==> config.mk <==
export PLATFORM = sky130hd
export DESIGN_NAME = soldering_iron_heater_controller_flat
export DESIGN_NICKNAME = d
export VERILOG_FILES = /design/src/design/shic_pkg.sv /design/src/design/shic_in_if.sv /design/src/design/shic_out_if.sv /design/src/design/soldering_iron_heater_controller.sv /design/src/design/shic_cfg.sv /design/src/design/shic_core.sv /design/src/flat_wrapper.sv
export SDC_FILE = /design/constraint.sdc
export NUM_CORES = 1
export LEC_CHECK = 0
export ABC_AREA = 0
export BUFFER_PORTS_ARGS = -buffer_cell sky130_fd_sc_hd__buf_2
export CAP_MARGIN = 25
export CORE_UTILIZATION = 45
export CTS_CLUSTER_SIZE = 28
export DETAILED_ROUTE_END_ITERATION = 8
export PLACE_DENSITY = 0.61
export SLEW_MARGIN = 20
export SYNTH_ARGS = -nofsm -noshare
export SYNTH_HDL_FRONTEND = slang
export SYNTH_HIERARCHICAL = 1
export SYNTH_SLANG_ARGS = --single-unit
==> constraint.sdc <==
create_clock -name i_clk -period 22.6 [get_ports i_clk]
set_input_delay 6.78 -clock i_clk [delete_from_list [all_inputs] [get_ports i_clk]]
set_output_delay 6.78 -clock i_clk [all_outputs]
set_load 0.05 [all_outputs]
==> src/design/shic_pkg.sv <==
package shic_pkg;

    // Field widths
    localparam int unsigned CODE_W  = 12;
    localparam int unsigned IDLE_W  = 16;
    localparam int unsigned DUTY_W  = 8;
    localparam int unsigned ALERT_W = 8;
    localparam int unsigned KIND_W  = 2;
    localparam int unsigned KEY_W   = 3;

    // Configuration port
    localparam int unsigned CFG_IDX_W  = 3;
    localparam int unsigned CFG_DATA_W = 16;

    localparam logic [CFG_IDX_W-1:0] CFG_CURRENT_LIMIT = 3'd0;
    localparam logic [CFG_IDX_W-1:0] CFG_STABLE_BAND   = 3'd1;
    localparam logic [CFG_IDX_W-1:0] CFG_IDLE_TICKS    = 3'd2;
    localparam logic [CFG_IDX_W-1:0] CFG_ALERT_TICKS   = 3'd3;
    localparam logic [CFG_IDX_W-1:0] CFG_MAX_DUTY      = 3'd4;
    localparam logic [CFG_IDX_W-1:0] CFG_MAX_SAVED_SP  = 3'd5;

    // Register reset values
    localparam logic [CODE_W-1:0]  RST_CURRENT_LIMIT = 12'd4095;
    localparam logic [CODE_W-1:0]  RST_STABLE_BAND   = 12'd25;
    localparam logic [IDLE_W-1:0]  RST_IDLE_TICKS    = 16'd600;
    localparam logic [ALERT_W-1:0] RST_ALERT_TICKS   = 8'd6;
    localparam logic [DUTY_W-1:0]  RST_MAX_DUTY      = 8'd200;
    localparam logic [CODE_W-1:0]  RST_MAX_SAVED_SP  = 12'd600;

    // Item kinds
    localparam logic [KIND_W-1:0] KIND_SAMPLE  = 2'd0;
    localparam logic [KIND_W-1:0] KIND_TICK    = 2'd1;
    localparam logic [KIND_W-1:0] KIND_RESTORE = 2'd2;

    // Keys
    localparam logic [KEY_W-1:0] KEY_NONE  = 3'd0;
    localparam logic [KEY_W-1:0] KEY_SLEEP = 3'd1;
    localparam logic [KEY_W-1:0] KEY_MODE  = 3'd2;
    localparam logic [KEY_W-1:0] KEY_UP    = 3'd3;
    localparam logic [KEY_W-1:0] KEY_DOWN  = 3'd4;

    // Saturation limits
    localparam logic [CODE_W-1:0] SETPOINT_MAX = {CODE_W{1'b1}};
    localparam logic [IDLE_W-1:0] IDLE_MAX     = {IDLE_W{1'b1}};

    typedef struct packed {
        logic [KIND_W-1:0] kind;
        logic [KEY_W-1:0]  key;
        logic [CODE_W-1:0] current_code;
        logic [CODE_W-1:0] temp_code;
        logic [CODE_W-1:0] saved_setpoint;
    } t_in_item;

    typedef struct packed {
        logic [DUTY_W-1:0] duty;
        logic              heating_lamp;
        logic              relay_closed;
        logic              alarm;
        logic              awake;
        logic              setting_mode;
        logic [CODE_W-1:0] setpoint;
        logic              tripped;
    } t_out_item;

    typedef struct packed {
        logic [CODE_W-1:0]  current_limit_code;
        logic [CODE_W-1:0]  stable_band_code;
        logic [IDLE_W-1:0]  idle_ticks;
        logic [ALERT_W-1:0] alert_ticks;
        logic [DUTY_W-1:0]  max_duty;
        logic [CODE_W-1:0]  max_saved_setpoint;
    } t_cfg;

endpackage

==> src/design/shic_in_if.sv <==
interface shic_in_if;
    logic               valid;
    logic               ready;
    shic_pkg::t_in_item data;

    modport source (output valid, output data, input ready);
    modport sink   (input valid, input data, output ready);
endinterface

==> src/design/shic_out_if.sv <==
interface shic_out_if;
    logic                valid;
    logic                ready;
    shic_pkg::t_out_item data;

    modport source (output valid, output data, input ready);
    modport sink   (input valid, input data, output ready);
endinterface

==> src/design/soldering_iron_heater_controller.sv <==
// A beat accepted is held in the input register, then passes through the combinational update
// into the result register, which drives the result channel.
// Throughput: one item per cycle; a stalled result holds the input register, and input
// ready drops once both registers are full and the result is stalled.
// The rate is set by the input register feeding one combinational update into the result register.
// Reset (synchronous, active low) restores the register defaults and the controller state:
// awake, setpoint zero, no trip, no alarm; both pipeline registers empty.
module soldering_iron_heater_controller (
    input  logic                                i_clk,
    input  logic                                i_rst_n,
    shic_in_if.sink                             i_item,
    shic_out_if.source                          o_result,
    input  logic                                i_cfg_we,
    input  logic [shic_pkg::CFG_IDX_W-1:0]      i_cfg_idx,
    input  logic [shic_pkg::CFG_DATA_W-1:0]     i_cfg_data
);

    shic_pkg::t_cfg      cfg;
    shic_pkg::t_in_item  r_in;
    shic_pkg::t_out_item r_out;
    shic_pkg::t_out_item result;
    logic                r_in_vld;
    logic                r_out_vld;
    logic                adv;

    shic_cfg u_cfg (
        .i_clk   (i_clk),
        .i_rst_n (i_rst_n),
        .i_we    (i_cfg_we),
        .i_idx   (i_cfg_idx),
        .i_data  (i_cfg_data),
        .o_cfg   (cfg)
    );

    // Advance the held beat when the result register is free or being drained
    assign adv          = r_in_vld && (!r_out_vld || o_result.ready);
    assign i_item.ready = !r_in_vld || adv;

    shic_core u_core (
        .i_clk    (i_clk),
        .i_rst_n  (i_rst_n),
        .i_en     (adv),
        .i_cfg    (cfg),
        .i_item   (r_in),
        .o_result (result)
    );

    // Valid flags of the input and result registers
    always_ff @(posedge i_clk) begin
        if (!i_rst_n) begin
            r_in_vld  <= 1'b0;
            r_out_vld <= 1'b0;
        end else begin
            if (i_item.ready) begin
                r_in_vld <= i_item.valid;
            end
            if (adv) begin
                r_out_vld <= 1'b1;
            end else if (o_result.ready) begin
                r_out_vld <= 1'b0;
            end
        end
    end

    // Payload registers
    always_ff @(posedge i_clk) begin
        if (i_item.ready && i_item.valid) begin
            r_in <= i_item.data;
        end
        if (adv) begin
            r_out <= result;
        end
    end

    assign o_result.valid = r_out_vld;
    assign o_result.data  = r_out;

endmodule

==> src/design/shic_cfg.sv <==
module shic_cfg (
    input  logic                                 i_clk,
    input  logic                                 i_rst_n,
    input  logic                                 i_we,
    input  logic [shic_pkg::CFG_IDX_W-1:0]       i_idx,
    input  logic [shic_pkg::CFG_DATA_W-1:0]      i_data,
    output shic_pkg::t_cfg                       o_cfg
);

    shic_pkg::t_cfg r_cfg;

    // Decode the index and load the addressed register
    always_ff @(posedge i_clk) begin
        if (!i_rst_n) begin
            r_cfg.current_limit_code <= shic_pkg::RST_CURRENT_LIMIT;
            r_cfg.stable_band_code   <= shic_pkg::RST_STABLE_BAND;
            r_cfg.idle_ticks         <= shic_pkg::RST_IDLE_TICKS;
            r_cfg.alert_ticks        <= shic_pkg::RST_ALERT_TICKS;
            r_cfg.max_duty           <= shic_pkg::RST_MAX_DUTY;
            r_cfg.max_saved_setpoint <= shic_pkg::RST_MAX_SAVED_SP;
        end else if (i_we) begin
            unique case (i_idx)
                shic_pkg::CFG_CURRENT_LIMIT:
                    r_cfg.current_limit_code <= i_data[shic_pkg::CODE_W-1:0];
                shic_pkg::CFG_STABLE_BAND:
                    r_cfg.stable_band_code <= i_data[shic_pkg::CODE_W-1:0];
                shic_pkg::CFG_IDLE_TICKS:
                    r_cfg.idle_ticks <= i_data[shic_pkg::IDLE_W-1:0];
                shic_pkg::CFG_ALERT_TICKS:
                    r_cfg.alert_ticks <= i_data[shic_pkg::ALERT_W-1:0];
                shic_pkg::CFG_MAX_DUTY:
                    r_cfg.max_duty <= i_data[shic_pkg::DUTY_W-1:0];
                shic_pkg::CFG_MAX_SAVED_SP:
                    r_cfg.max_saved_setpoint <= i_data[shic_pkg::CODE_W-1:0];
                default: ;
            endcase
        end
    end

    assign o_cfg = r_cfg;

endmodule

==> src/design/shic_core.sv <==
module shic_core (
    input  logic                 i_clk,
    input  logic                 i_rst_n,
    input  logic                 i_en,
    input  shic_pkg::t_cfg       i_cfg,
    input  shic_pkg::t_in_item   i_item,
    output shic_pkg::t_out_item  o_result
);

    localparam int unsigned CW = shic_pkg::CODE_W;
    localparam int unsigned IW = shic_pkg::IDLE_W;
    localparam int unsigned DW = shic_pkg::DUTY_W;

    logic          r_awake, n_awake;
    logic          r_mode, n_mode;
    logic [CW-1:0] r_setpoint, n_setpoint;
    logic          r_trip, n_trip;
    logic [CW-1:0] r_latest, n_latest;
    logic [CW-1:0] r_ref, n_ref;
    logic [IW-1:0] r_idle, n_idle;
    logic          r_alarm, n_alarm;
    logic [DW-1:0] r_duty, n_duty;
    logic          r_lamp, n_lamp;

    logic [CW-1:0] cur_diff;
    logic          stable;
    logic [IW-1:0] idle_inc;
    logic [IW-1:0] idle_cnt;
    logic [IW-1:0] idle_cnt_inc;
    logic [IW:0]   alert_end_cnt;
    logic          alert_end;
    logic          sleep_due;
    logic [CW-1:0] heat_err;

    // Idle detector: current drift since the last stable tick
    assign cur_diff = (r_ref > r_latest) ? (r_ref - r_latest) : (r_latest - r_ref);
    assign stable   = r_awake && (cur_diff < i_cfg.stable_band_code);
    assign idle_inc = (r_idle != shic_pkg::IDLE_MAX) ? (r_idle + 1'b1) : r_idle;
    assign idle_cnt = stable ? idle_inc : r_idle;
    assign idle_cnt_inc = (idle_cnt != shic_pkg::IDLE_MAX) ? (idle_cnt + 1'b1) : idle_cnt;
    assign alert_end_cnt = {1'b0, i_cfg.idle_ticks}
                         + {{(IW+1-shic_pkg::ALERT_W){1'b0}}, i_cfg.alert_ticks};
    assign sleep_due = idle_cnt > i_cfg.idle_ticks;
    assign alert_end = ({1'b0, idle_cnt} > alert_end_cnt)
                    || ((idle_cnt == shic_pkg::IDLE_MAX) && sleep_due);

    // Next state for one item
    always_comb begin
        n_awake    = r_awake;
        n_mode     = r_mode;
        n_setpoint = r_setpoint;
        n_trip     = r_trip;
        n_latest   = r_latest;
        n_ref      = r_ref;
        n_idle     = r_idle;
        n_alarm    = r_alarm;
        n_duty     = r_duty;
        n_lamp     = r_lamp;
        heat_err   = '0;

        if (!r_trip) begin
            unique case (i_item.kind)
                shic_pkg::KIND_SAMPLE: begin
                    // Apply the key first
                    unique case (i_item.key)
                        shic_pkg::KEY_SLEEP: n_awake = ~r_awake;
                        shic_pkg::KEY_MODE:  n_mode  = ~r_mode;
                        shic_pkg::KEY_UP: begin
                            if (r_setpoint != shic_pkg::SETPOINT_MAX) begin
                                n_setpoint = r_setpoint + 1'b1;
                            end
                        end
                        shic_pkg::KEY_DOWN: begin
                            if (r_setpoint != '0) begin
                                n_setpoint = r_setpoint - 1'b1;
                            end
                        end
                        default: ;
                    endcase

                    n_latest = i_item.current_code;
                    heat_err = n_setpoint - i_item.temp_code;

                    // Latch overcurrent, else regulate
                    if (i_item.current_code > i_cfg.current_limit_code) begin
                        n_trip = 1'b1;
                    end else if (!n_awake || (i_item.temp_code > n_setpoint)) begin
                        n_duty = '0;
                        n_lamp = 1'b0;
                    end else begin
                        if (heat_err > {{(CW-DW){1'b0}}, i_cfg.max_duty}) begin
                            n_duty = i_cfg.max_duty;
                        end else begin
                            n_duty = heat_err[DW-1:0];
                        end
                        n_lamp = 1'b1;
                    end
                end
                shic_pkg::KIND_TICK: begin
                    if (stable) begin
                        n_ref = r_latest;
                    end
                    if (alert_end) begin
                        n_idle  = '0;
                        n_alarm = 1'b0;
                    end else if (sleep_due) begin
                        n_idle     = idle_cnt_inc;
                        n_alarm    = 1'b1;
                        n_setpoint = '0;
                        n_awake    = 1'b0;
                        n_duty     = '0;
                        n_lamp     = 1'b0;
                    end else begin
                        n_idle = idle_cnt;
                    end
                end
                shic_pkg::KIND_RESTORE: begin
                    n_setpoint = (i_item.saved_setpoint > i_cfg.max_saved_setpoint)
                               ? '0 : i_item.saved_setpoint;
                end
                default: ;
            endcase
        end
    end

    // Commit state when an item passes through
    always_ff @(posedge i_clk) begin
        if (!i_rst_n) begin
            r_awake    <= 1'b1;
            r_mode     <= 1'b0;
            r_setpoint <= '0;
            r_trip     <= 1'b0;
            r_latest   <= '0;
            r_ref      <= '0;
            r_idle     <= '0;
            r_alarm    <= 1'b0;
            r_duty     <= '0;
            r_lamp     <= 1'b0;
        end else if (i_en) begin
            r_awake    <= n_awake;
            r_mode     <= n_mode;
            r_setpoint <= n_setpoint;
            r_trip     <= n_trip;
            r_latest   <= n_latest;
            r_ref      <= n_ref;
            r_idle     <= n_idle;
            r_alarm    <= n_alarm;
            r_duty     <= n_duty;
            r_lamp     <= n_lamp;
        end
    end

    // Status beat from the updated state; a trip overrides the heater outputs
    always_comb begin
        o_result.duty         = n_trip ? '0 : n_duty;
        o_result.heating_lamp = n_trip ? 1'b0 : n_lamp;
        o_result.relay_closed = ~n_trip;
        o_result.alarm        = n_trip | n_alarm;
        o_result.awake        = n_awake;
        o_result.setting_mode = n_mode;
        o_result.setpoint     = n_setpoint;
        o_result.tripped      = n_trip;
    end

endmodule
==> src/flat_wrapper.sv <==
// flat-port wrapper written by rule: the top's interface ports become plain ports
module soldering_iron_heater_controller_flat 
  (i_clk, i_rst_n, i_cfg_we, i_cfg_idx, i_cfg_data, i_item_valid, i_item_data, i_item_ready, o_result_valid, o_result_data, o_result_ready);
  shic_in_if i_item_i ();
  shic_out_if o_result_i ();
  input  logic i_clk;
  input  logic i_rst_n;
  input  logic i_cfg_we;
  input  logic [shic_pkg::CFG_IDX_W-1:0] i_cfg_idx;
  input  logic [shic_pkg::CFG_DATA_W-1:0] i_cfg_data;
  input wire logic [$bits(i_item_i.valid)-1:0] i_item_valid;
  input wire logic [$bits(i_item_i.data)-1:0] i_item_data;
  output wire logic [$bits(i_item_i.ready)-1:0] i_item_ready;
  output wire logic [$bits(o_result_i.valid)-1:0] o_result_valid;
  output wire logic [$bits(o_result_i.data)-1:0] o_result_data;
  input wire logic [$bits(o_result_i.ready)-1:0] o_result_ready;
  assign i_item_i.valid = i_item_valid;
  assign i_item_i.data = i_item_data;
  assign i_item_ready = i_item_i.ready;
  assign o_result_valid = o_result_i.valid;
  assign o_result_data = o_result_i.data;
  assign o_result_i.ready = o_result_ready;
  soldering_iron_heater_controller u_core (.i_clk(i_clk), .i_rst_n(i_rst_n), .i_item(i_item_i), .o_result(o_result_i), .i_cfg_we(i_cfg_we), .i_cfg_idx(i_cfg_idx), .i_cfg_data(i_cfg_data));
endmodule
==> impl_metrics.env <==
export IMPL_final_cells=1914
export IMPL_nets=1702
export IMPL_synth_area_leaders="dfxtp_1, edfxtp_1, ha_1"
export IMPL_postCtsSetupBuffers=0
export IMPL_whs_ns=0.4602
export IMPL_grt_max_degree=94
export IMPL_clock_skew_ns=0.01202
export IMPL_drt_wirelength_per_cell_um=17.60
export IMPL_port_buffers=92
export IMPL_die_width_um=173.5
export IMPL_synth_edf_count=67
export IMPL_reg2reg_depth=30
export IMPL_path_cells="buf_2 > nand3b_4 > buf_2"
export IMPL_r2r_slack_ns=13.44
export IMPL_cp_max_fo=2
export IMPL_final_common_cell="nand2_1"
export IMPL_critPathKind="input pin to primary output"
export IMPL_synth_cell_types=91
export IMPL_fin_setup_tns_ns=0
export IMPL_die_y_um=173.5
export IMPL_critPathMaxStageDelay_ns=0.26
export IMPL_netlist_area_um2=13240
export IMPL_ctsResizeCount=0
export IMPL_irDropWorstVdd_v=0.00005736
export IMPL_post_place_ws_ns=8.540
export IMPL_die_area_um2=30120
export IMPL_synth_seq_cells=202
export IMPL_grt_pass1_wl_um=52630
export IMPL_final_util_pct=50.94
export IMPL_final_hold_viol_count=0
export IMPL_reg2reg_from="u_core/u_core/r_latest[1]$_SDFFE_PN0P_"
export IMPL_cts_htree_levels=1
export IMPL_cts_clk_slew_worst_paths_ns=0.06
export IMPL_power_leakage_nw=6.337
export IMPL_power_density_nw_per_um2=60.76
export IMPL_clock_latency_ns=0.51
export IMPL_synth_flop_cell="dfxtp_1"
export IMPL_period_minus_slack_ns=14.06
export IMPL_slew_violations=0
export IMPL_drc=0
export IMPL_area_growth_pct=11.02
export IMPL_final_seq_area_um2=4715
export IMPL_cts_buffers=23
export IMPL_end_kind="primary output"
export IMPL_yosys_warnings=6
export IMPL_setup_violations=0
export IMPL_cts_tree="yes"
export IMPL_ant_nets=0
export IMPL_syn_inst=1448
export IMPL_crit_top_cell="buf_2"
export IMPL_final_cell_mix="nand2_1, inv_1, dfxtp_1, ha_1, buf_2"
export IMPL_slew_headroom_pct=38.46
export IMPL_seq_area_frac_synth_pct=35.60
export IMPL_cp_arrival_ns=7.28
export IMPL_grt_pass1_vias=9988
export IMPL_placedCellCount=1871
export IMPL_syn_area_per_cell_um2=9.145
export IMPL_ctsRootBufferMaster="clkbuf_16"
export IMPL_placed_cell_area_um2=13980
export IMPL_power_mw=0.8932
export IMPL_critical_path_endpoint="i_item_ready"
export IMPL_r2r_end="u_core/u_core/r_setpoint[7]$_SDFFE_PN0P_"
export IMPL_crit_path_top_delay_cell="buf_2"
export IMPL_status="completed"
export IMPL_grt_antenna_before_repair=2
export IMPL_drv_cap=0
export IMPL_worst_pin_slew_ns=0.9161
export IMPL_hold_class="register to register"
export IMPL_place_gp_congestion=0.9034
export IMPL_io_pins=93
export IMPL_multi_input_area_um2=7705
export IMPL_vias=10690
export IMPL_num_rows=62
export IMPL_hold_path_depth=2
export IMPL_syn_nets=1638
export IMPL_clock_sinks=202
export IMPL_first_pass_iters=5
export IMPL_cts_buffer_depth=3
export IMPL_start_util_pct=45.89
export IMPL_fin_area_um2=14700
export IMPL_grt_ovfl_total=0
export IMPL_yosysTopAreaCellShare_pct=20.41
export IMPL_gr_usage_all_layers_pct=21.70
export IMPL_via_per_inst=5.584
export IMPL_drtIter0Drc=760
export IMPL_startpoint_type="input pin"
export IMPL_postCtsHoldBufs=0
export IMPL_yosysTopAreaCell="dfxtp_1"
export IMPL_min_period_over_period_pct=62.21
export IMPL_fin_ws_ns=8.541
export IMPL_fmax_mhz=71.13
export IMPL_rsz0062_at_grt="false"
export IMPL_synthArstFlopShare_pct=0
export IMPL_startpoint="o_result_ready"
export IMPL_hpwl_um=25460
export IMPL_core_um2=28860
export IMPL_required_ns=15.82
export IMPL_n_fill_cell=2775
export IMPL_layout_drive_gt1_share_pct=12.57
export IMPL_routed_wirelength_um=33690
[metal layers]
| layer | up-vias | GRT usage [%] | wire length (µm) |
|---|---|---|---|
| li1 | 5314 | - | - |
| met1 | 5039 | 28.10 | 15040 |
| met5 | - | 0 | 0 |
| met2 | 272 | 37.80 | 16290 |
| met3 | 62 | 2.675 | 1526 |
| met4 | 0 | 6.121 | 833 |
[cells in the mapped netlist (29+ instances only)]
library cell  number
nor2_1            48
clkbuf_1          35
nor2b_1           55
inv_1            140
mux2i_1           88
a21oi_1           81
xnor2_1           42
ha_1             121
nand3_1           29
edfxtp_1          67
dfxtp_1          135
a21o_1            34
nand2_1          165
o21ai_0           48
[how the worst min path moves through the flow]
| stage | end | slack, ns | startpoint |
|---|---|---|---|
| after global routing | u_core/u_core/r_duty[0]$_SDFFE_PN0P_ | 0.47 | u_core/u_core/r_duty[0]$_SDFFE_PN0P_ |
| after floorplan | u_core/u_core/r_duty[0]$_SDFFE_PN0P_ | 0.43 | u_core/u_core/r_duty[0]$_SDFFE_PN0P_ |
| after global placement | u_core/u_cfg/o_cfg[55]$_SDFFE_PN0P_ | 0.44 | u_core/u_cfg/o_cfg[55]$_SDFFE_PN0P_ |
| after detailed placement | u_core/u_cfg/o_cfg[52]$_SDFFE_PN0P_ | 0.45 | u_core/u_cfg/o_cfg[52]$_SDFFE_PN0P_ |
| final | u_core/u_cfg/o_cfg[55]$_SDFFE_PN0P_ | 0.46 | u_core/u_cfg/o_cfg[55]$_SDFFE_PN0P_ |
| after CTS | u_core/u_core/r_duty[5]$_SDFFE_PN0P_ | 0.47 | u_core/u_core/r_duty[5]$_SDFFE_PN0P_ |
[flip-flops by register name, indices dropped and copies added (netlist names), 8 cells and up]
| signal | count |
|---|---|
| u_core/o_result.data | 26 |
| u_core/r_in | 41 |
| u_core/u_cfg/o_cfg | 68 |
| u_core/u_core/r_duty | 8 |
| u_core/u_core/r_idle | 16 |
| u_core/u_core/r_latest | 12 |
| u_core/u_core/r_ref | 12 |
| u_core/u_core/r_setpoint | 12 |
[layout make-up]
| class | count | share of cell area [%] |
|---|---|---|
| Multi-Input combinational cell | 1040 | 52.41 |
| Sequential cell | 202 | 32.07 |
| Clock buffer | 31 | 4.332 |
| Timing Repair Buffer | 104 | 3.728 |
| Inverter | 141 | 3.600 |
| Tap cell | 384 | 3.268 |
| Clock inverter | 10 | 0.5532 |
| Antenna cell | 2 | 0.03405 |
[critical path, delay by kind of cell]
kind | cells | cell delay (ns)
AND/OR/NAND/NOR | 1 | 0.13
buffers and inverters | 2 | 0.37
[kinds of logic after synthesis]
logic type | count (synthesis) | share of synthesized area (%)
AO/OA/AOI/OAI | 321 | 17.30
adder cells (fa/ha/maj) | 125 | 12.04
multiplexers | 91 | 6.926
XOR/XNOR | 57 | 3.770
buffers and inverters | 206 | 6.444
AND/OR/NAND/NOR | 446 | 17.92
flip-flops | 202 | 35.60
[power by group]
| part | switching (mW) | internal, mW |
|---|---|---|
| Sequential | 0.00704 | 0.386 |
| Combinational | 0.0911 | 0.0498 |
| Clock | 0.151 | 0.209 |
No activity file was read; power rests on OpenSTA's default activity.
